### config.mk
export PLATFORM = sky130hd
export DESIGN_NAME = spi_master_register_file_rx_fifo_unit
export DESIGN_NICKNAME = d
export VERILOG_FILES = /design/src/hw/rtl/spimrf_pkg.sv /design/src/hw/rtl/spimrf_ram.sv /design/src/hw/rtl/spimrf_regs.sv /design/src/hw/rtl/spi_master_register_file_rx_fifo_unit.sv
export SDC_FILE = /design/constraint.sdc
export NUM_CORES = 1
export LEC_CHECK = 0
export BUFFER_PORTS_ARGS = -buffer_cell sky130_fd_sc_hd__buf_2
export CORE_ASPECT_RATIO = 1.5
export CORE_MARGIN = 8
export CORE_UTILIZATION = 55
export DETAILED_ROUTE_END_ITERATION = 6
export PLACE_DENSITY = 0.7
export SLEW_MARGIN = 20
export SYNTH_ARGS = -nofsm -noshare
export SYNTH_HDL_FRONTEND = slang
export SYNTH_SLANG_ARGS = --single-unit
### constraint.sdc
create_clock -name clk -period 4.38 [get_ports clk]
set_input_delay 0.657 -clock clk [delete_from_list [all_inputs] [get_ports clk]]
set_output_delay 0.657 -clock clk [all_outputs]
set_load 0.02 [all_outputs]
### src/hw/rtl/spimrf_pkg.sv
`timescale 1ns / 1ps
`default_nettype none
// ----------------------------------------------------------------------------
// SPI master register file package
// Register offsets, status bit positions and the per-access result word.
// ----------------------------------------------------------------------------
package spimrf_pkg;

	localparam logic REQ_READ  = 1'b0;
	localparam logic REQ_WRITE = 1'b1;

	localparam logic [2:0] OFF_CONTROL = 3'd0;
	localparam logic [2:0] OFF_STATUS  = 3'd1;
	localparam logic [2:0] OFF_DATA    = 3'd2;
	localparam logic [2:0] OFF_EXT     = 3'd3;
	localparam logic [2:0] OFF_PARAM   = 3'd4;
	localparam logic [2:0] OFF_SELECT  = 3'd5;
	localparam logic [2:0] OFF_TIMING  = 3'd6;

	localparam int ST_WFULL  = 3;
	localparam int ST_WEMPTY = 2;
	localparam int ST_RFULL  = 1;
	localparam int ST_REMPTY = 0;

	localparam logic [7:0] STATUS_RESET = 8'h05;
	localparam logic [7:0] CS_MASK      = 8'h11;

	typedef struct packed {
		logic       pop;
		logic       hit;
		logic [7:0] rdata;
		logic       irq;
		logic       sel;
		logic       svalid;
		logic [7:0] sbyte;
	} res_t;

endpackage
`default_nettype wire

### src/hw/rtl/spimrf_ram.sv
`timescale 1ns / 1ps
`default_nettype none
// ----------------------------------------------------------------------------
// Generic single-port-write RAM
// One write port and one read port with registered read data.
// ----------------------------------------------------------------------------
module spimrf_ram #(
	parameter int WIDTH = 8,
	parameter int DEPTH = 8
) (
	input  wire logic                     clk,
	input  wire logic                     we,
	input  wire logic [$clog2(DEPTH)-1:0] waddr,
	input  wire logic [WIDTH-1:0]         wdata,
	input  wire logic                     re,
	input  wire logic [$clog2(DEPTH)-1:0] raddr,
	output logic      [WIDTH-1:0]         rdata
);

	logic [WIDTH-1:0] mem [DEPTH];

	always_ff @(posedge clk) begin
		if (we) begin
			mem[waddr] <= wdata;
		end
		if (re) begin
			rdata <= mem[raddr];
		end
	end

endmodule
`default_nettype wire

### src/hw/rtl/spimrf_regs.sv
`timescale 1ns / 1ps
`default_nettype none
// ----------------------------------------------------------------------------
// SPI master register bank and receive ring control
// Holds the bus registers and ring pointers, drives the ring RAM ports.
// ----------------------------------------------------------------------------
module spimrf_regs #(
	parameter int RX_DEPTH = 8
) (
	input  wire logic                        clk,
	input  wire logic                        arst_n,
	input  wire logic                        accept,
	input  wire logic                        req_type,
	input  wire logic [2:0]                  reg_offset,
	input  wire logic [7:0]                  write_data,
	input  wire logic [7:0]                  slave_byte,
	output logic                             ram_we,
	output logic      [$clog2(RX_DEPTH)-1:0] ram_waddr,
	output logic      [7:0]                  ram_wdata,
	output logic                             ram_re,
	output logic      [$clog2(RX_DEPTH)-1:0] ram_raddr,
	output spimrf_pkg::res_t                 res
);

	localparam int PTR_W = $clog2(RX_DEPTH);

	logic [7:0]          control_q, status_q, ext_q, param_q, select_q, timing_q;
	logic [PTR_W-1:0]    wptr_q, rptr_q;
	logic                irq_q, sel_q;
	logic [RX_DEPTH-1:0] vld_q;

	logic [7:0]       status_n;
	logic [PTR_W-1:0] wptr_n, rptr_n;
	logic             irq_n, sel_n;
	logic             is_wr, is_data, push, pop;
	logic [7:0]       reg_rdata;

	function automatic logic [PTR_W-1:0] ring_next(input logic [PTR_W-1:0] p);
		ring_next = (p == PTR_W'(RX_DEPTH - 1)) ? '0 : p + 1'b1;
	endfunction

	always_comb begin
		is_wr   = (req_type == spimrf_pkg::REQ_WRITE);
		is_data = (reg_offset == spimrf_pkg::OFF_DATA);
		push    = accept && is_wr && is_data && !status_q[spimrf_pkg::ST_RFULL];
		pop     = accept && !is_wr && is_data && !status_q[spimrf_pkg::ST_REMPTY];
		wptr_n  = push ? ring_next(wptr_q) : wptr_q;
		rptr_n  = pop ? ring_next(rptr_q) : rptr_q;

		status_n = status_q;
		irq_n    = irq_q;
		sel_n    = sel_q;
		if (accept && is_wr && reg_offset == spimrf_pkg::OFF_STATUS) begin
			status_n = status_q & ~write_data;
		end
		if (accept && is_data) begin
			status_n[spimrf_pkg::ST_WFULL]  = 1'b0;
			status_n[spimrf_pkg::ST_WEMPTY] = 1'b1;
			status_n[spimrf_pkg::ST_REMPTY] = (wptr_n == rptr_n);
			status_n[spimrf_pkg::ST_RFULL]  = (ring_next(wptr_n) == rptr_n);
			irq_n = status_n[spimrf_pkg::ST_RFULL];
		end
		if (accept && is_wr && reg_offset == spimrf_pkg::OFF_SELECT) begin
			sel_n = ((write_data & spimrf_pkg::CS_MASK) == spimrf_pkg::CS_MASK);
		end

		unique case (reg_offset)
			spimrf_pkg::OFF_CONTROL: reg_rdata = control_q;
			spimrf_pkg::OFF_STATUS:  reg_rdata = status_q;
			spimrf_pkg::OFF_EXT:     reg_rdata = ext_q;
			spimrf_pkg::OFF_PARAM:   reg_rdata = param_q;
			spimrf_pkg::OFF_SELECT:  reg_rdata = select_q;
			spimrf_pkg::OFF_TIMING:  reg_rdata = timing_q;
			default:                 reg_rdata = 8'h00;
		endcase

		res.pop    = pop;
		res.hit    = vld_q[rptr_q];
		res.rdata  = is_wr ? 8'h00 : reg_rdata;
		res.irq    = irq_n;
		res.sel    = sel_n;
		res.svalid = is_wr && is_data;
		res.sbyte  = (is_wr && is_data) ? write_data : 8'h00;
	end

	assign ram_we    = push;
	assign ram_waddr = wptr_q;
	assign ram_wdata = slave_byte;
	assign ram_re    = pop;
	assign ram_raddr = rptr_q;

	always_ff @(posedge clk or negedge arst_n) begin
		if (!arst_n) begin
			control_q <= 8'h00;
			status_q  <= spimrf_pkg::STATUS_RESET;
			ext_q     <= 8'h00;
			param_q   <= 8'h00;
			select_q  <= 8'h00;
			timing_q  <= 8'h00;
			wptr_q    <= '0;
			rptr_q    <= '0;
			irq_q     <= 1'b0;
			sel_q     <= 1'b0;
			vld_q     <= '0;
		end else begin
			status_q <= status_n;
			wptr_q   <= wptr_n;
			rptr_q   <= rptr_n;
			irq_q    <= irq_n;
			sel_q    <= sel_n;
			if (push) begin
				vld_q[wptr_q] <= 1'b1;
			end
			if (accept && is_wr) begin
				unique case (reg_offset)
					spimrf_pkg::OFF_CONTROL: control_q <= write_data;
					spimrf_pkg::OFF_EXT:     ext_q     <= write_data;
					spimrf_pkg::OFF_PARAM:   param_q   <= write_data;
					spimrf_pkg::OFF_SELECT:  select_q  <= write_data;
					spimrf_pkg::OFF_TIMING:  timing_q  <= write_data;
					default: ;
				endcase
			end
		end
	end

endmodule
`default_nettype wire

### src/hw/rtl/spi_master_register_file_rx_fifo_unit.sv
`timescale 1ns / 1ps
`default_nettype none
// ----------------------------------------------------------------------------
// SPI master register file with receive ring
// Byte-wide bus register block; data accesses push to or pop from a RAM ring.
// ----------------------------------------------------------------------------
// One bus access is accepted every cycle while the output is not stalled;
// its result word appears in the output register in the cycle after
// acceptance, when the registered read of the ring RAM returns the popped
// byte. Register and pointer updates complete at acceptance, so back-to-back
// accesses see each other's effects with no stall. The ring holds RX_DEPTH
// slots of which RX_DEPTH-1 are usable; slots never written since reset read
// as zero. Push and pop are gated by the stored status bits, so software that
// clears them through the status register can overrun or underrun the ring.
module spi_master_register_file_rx_fifo_unit #(
	parameter int RX_DEPTH = 8
) (
	input  wire logic       clk,
	input  wire logic       arst_n,
	input  wire logic       in_valid,
	output logic            in_ready,
	input  wire logic       req_type,
	input  wire logic [2:0] reg_offset,
	input  wire logic [7:0] write_data,
	input  wire logic [7:0] slave_byte,
	output logic            out_valid,
	input  wire logic       out_ready,
	output logic      [7:0] read_data,
	output logic            irq_level,
	output logic            select_level,
	output logic            send_valid,
	output logic      [7:0] send_byte
);

	localparam int PTR_W = $clog2(RX_DEPTH);

	logic             accept;
	logic             ram_we, ram_re;
	logic [PTR_W-1:0] ram_waddr, ram_raddr;
	logic [7:0]       ram_wdata, ram_rdata;
	spimrf_pkg::res_t res, res_s1;
	logic             valid_q;

	assign in_ready = !valid_q || out_ready;
	assign accept   = in_valid && in_ready;

	spimrf_regs #(
		.RX_DEPTH(RX_DEPTH)
	) u_regs (
		.clk       (clk),
		.arst_n    (arst_n),
		.accept    (accept),
		.req_type  (req_type),
		.reg_offset(reg_offset),
		.write_data(write_data),
		.slave_byte(slave_byte),
		.ram_we    (ram_we),
		.ram_waddr (ram_waddr),
		.ram_wdata (ram_wdata),
		.ram_re    (ram_re),
		.ram_raddr (ram_raddr),
		.res       (res)
	);

	spimrf_ram #(
		.WIDTH(8),
		.DEPTH(RX_DEPTH)
	) u_rx_ram (
		.clk  (clk),
		.we   (ram_we),
		.waddr(ram_waddr),
		.wdata(ram_wdata),
		.re   (ram_re),
		.raddr(ram_raddr),
		.rdata(ram_rdata)
	);

	always_ff @(posedge clk or negedge arst_n) begin
		if (!arst_n) begin
			valid_q <= 1'b0;
		end else if (in_ready) begin
			valid_q <= in_valid;
		end
	end

	always_ff @(posedge clk) begin
		if (accept) begin
			res_s1 <= res;
		end
	end

	assign out_valid    = valid_q;
	assign read_data    = res_s1.pop ? (res_s1.hit ? ram_rdata : 8'h00) : res_s1.rdata;
	assign irq_level    = res_s1.irq;
	assign select_level = res_s1.sel;
	assign send_valid   = res_s1.svalid;
	assign send_byte    = res_s1.sbyte;

endmodule
`default_nettype wire

==> summary.txt <==
Route
  • Wire per inst: between 20 and 25 um
  • DR iter-0 viols: 194
  • Vias: 3,871
  • Routed vias/inst: slightly below 6
  • ANT nets after route: 0
  • Final WL: between 10,000 and 15,000 um
  • Drt first pass iters: 4
  • DRC violations left: 0

Floorplan
  • Row cnt: 50
  • Num ports: 45
  • Die ar.: about 16,000 sq um
  • Die Wd: approximately 110 um
  • Starting Density: 55.7%
  • Core area: ~12,000 sq um
  • Die Ht: approximately 150 um

Worst setup path
  • CP Depth: 9
  • Worst Setup Start Kind: flop
  • Worst path cell trace: nor2b_1 -> inv_2 -> and4_1 -> a21o_1 -> ha_1 -> ha_1 -> xnor2_1 -> or3_1 -> o21ai_1
  • Worst stage delay on the critical path: approximately 770 ps
  • Req. time, crit path: between 4000 and 5000 ps
  • Critical path arrival: around 3300 ps
  • Worst path bufs/invs: 1
  • Most frequent CP cell: ha_1
  • CP max stage cell: nor2b_1
  • CP Capture Type: flop
  • Crit Path Class: flop to flop
  • Worst reg2reg path depth: 9
  • Crit-path leading delay family: simple AND/OR/NAND/NOR gates
  • Crit Path Max Fanout: 9

Synth
  • Fraction of registers with async set/reset: approximately two fifths
  • Synth area leader: edfxtp_1
  • Most frequent cell after synthesis: edfxtp_1
  • Library cells used by synthesis: between 60 and 70
  • Sequential area share after synthesis: between 60% and 70%
  • Synth Flop Type: edfxtp_1
  • Mapped Cells: roughly 440
  • Top post-synthesis cells by count: edfxtp_1, dfrtp_1, mux2_2
  • Synthesized cell area: approximately 6900 sq um
  • Syn Area/Cell: 15.5 sq um
  • Synthesized flop and latch total: 158
  • Synth top area share: between 40% and 50%
  • Post-synth EDFFs: between 90 and 100
  • Largest cells by area after synthesis: edfxtp_1, dfrtp_1, mux2_2
  • Synth Warn #: 0
  • Post-Syn Nets: 472

Clock network
  • CTS Root Cell: clkbuf_16
  • Worst-path clk slew: about 70 ps
  • Clock latency on the worst-skew pair: just over 400 ps
  • H-tree depth: 4
  • Post-CTS Setup Inserts: 0
  • CTS tree: done
  • CTS resizes: 0
  • CTS Sinks: about 160
  • TritonCTS Buffers: 17
  • # hold bufs at CTS: 0
  • Clock Path Buffers: 2

Global routing
  • Vias in the first global route: roughly 4,100
  • Top Usage Layer GRT: met2
  • Largest net degree at the start of global routing: between 50 and 60
  • Met2 Use GR: a little under a third
  • Met3 Use GR: around 3.7%
  • First-pass GRT wire length: between 20,000 and 25,000 um
  • Antenna violations before repair: 0
  • Total GRT Usage: between 10% and 20%
  • Total grt overflow: 0
  • Met1 GRT Util: about a fifth

Job
  • Max Cap Viol: 0

Pwr
  • PD cells: between 500 and 600 nW/um^2
  • Leakage: between 3 and 4 nW
  • Max VDD drop: about 0.32 mV

Run status
  • Outcome: finished clean

Cells and area
  • Post-route cell area: roughly 7800 sq um
  • Area growth from synthesis to layout: 13.9%
  • FILL cells: ~900
  • Ant diodes: 0
  • Share of cells above drive strength 1: between 30 and 40%
  • Nets: about 520

Timing
  • Fin crit share: between 60 and 70%
  • Max Slew Vio Count: 0
  • Setup TNS: 0 ps
  • Slew @ Worst Pin: approximately 1100 ps
  • Slew HR: ~28%
  • Max Clock Skew: ~12 ps
  • Min Tclk post-route: approximately 3000 ps
  • Final setup fails: 0
  • Setup ws final: 1370 ps
  • Final Hold Viols: 0
  • RSZ-0062 raised after global routing: no
  • Max Fclk: between 0.3 and 0.4 GHz

Place
  • Area after DPL: between 7000 and 8000 sq um
  • Post-DP HPWL: 9540 um
  • Port-buffer cells: 44
  • Post-Place Worst Slack: roughly 1000 ps
  • Gpl congestion: between 0.8 and 0.9

Min path
  • Hold Crit Class: input pin to async pin
==> state kept, by name, summed over array words and instances, names as in the netlist, 3 cells and up <==
register          cells
res_s1               10
send_byte             8
u_rx_ram.mem         64
u_regs.param_q        8
u_regs.timing_q       8
u_regs.vld_q          8
u_regs.ram_raddr      3
u_regs.ram_waddr      3
u_regs.select_q       8
u_rx_ram.rdata        8
u_regs.control_q      8
u_regs.ext_q          8
u_regs.status_q       8
==> power breakdown <==
part	internal [W]	leakage, nW	switching (W)
clock	0.000774	0.292	0.000679
sequential	0.00175	1.68	0.000130
combinational	0.000393	1.12	0.000327
==> kinds of logic (layout without fill, tap and decap cells) <==
family / Yosys count / count (layout) / synth area share, %
flops: 158 / 158 / 64.4
simple gates: 108 / 108 / 9.35
mux: 84 / 84 / 17.6
compound gates: 42 / 42 / 4.14
buf+inv: 39 / 99 / 2.82
fa+ha+maj: 6 / 6 / 1.09
xor+xnor: 5 / 5 / 0.638
==> layer usage <==
metal | routed length [um] | vias up
met2 | 7600 | 109
met4 | 602 | 0
li1 | - | 1753
met3 | 486 | 42
met5 | 0 | -
met1 | 5480 | 1967
==> layout by cell type (no fill, tap or decap), drive strengths merged, types with 3 or more instances in the layout <==
| master | n |
|---|---|
| edfxtp | 93 |
| dfrtp | 63 |
| mux2 | 54 |
| buf | 54 |
| nor2 | 22 |
| mux4 | 21 |
| inv | 21 |
| nand2 | 20 |
| clkbuf | 17 |
| o21ai | 12 |
| nand3 | 10 |
| nor3 | 10 |
| or2 | 10 |
| mux2i | 9 |
| and3 | 8 |
| a21oi | 6 |
| ha | 6 |
| clkinv | 6 |
| nor2b | 5 |
| nand2b | 5 |
| a221oi | 4 |
| xnor2 | 4 |
| a21boi | 4 |
| and2 | 4 |
| a211oi | 3 |
| nor4 | 3 |
==> path summary, 6_finish.rpt <==
kind                                 start            endpoint  slack, ps
setup / recovery                 out_valid           irq_level       1370
hold / removal                      arst_n  u_regs.select_q[7]        150
setup reg to reg                 out_valid           irq_level       1370
hold reg to reg            u_regs.vld_q[5]     u_regs.vld_q[5]        470
max in group asynchronous           arst_n  u_regs.select_q[6]       3250
min in group clk           u_regs.vld_q[5]     u_regs.vld_q[5]        470
==> final cells by class <==
cell class | instances | area, sq um | area share [%]
clock inverters | 15 | 178 | 2.27
inverters | 13 | 48.8 | 0.624
well taps | 156 | 195 | 2.50
multi-input cells | 245 | 2260 | 28.9
flip-flops and latches | 158 | 4420 | 56.5
repair buffers | 54 | 295 | 3.78
clock buffers | 17 | 425 | 5.44
==> stage by stage <==
step	hold slack [ps]	instances	utilization, %	total power [W]
2_1_floorplan	361	442	-	0.00243
3_3_place_gp	442	626	58.6	0.00261
3_5_place_dp	455	626	58.6	0.00263
4_1_cts	148	658	63.5	0.00409
5_1_grt	167	658	63.5	0.00422
6_report	149	658	63.5	0.00405
Note: power is estimated with default switching activity, not from simulation.
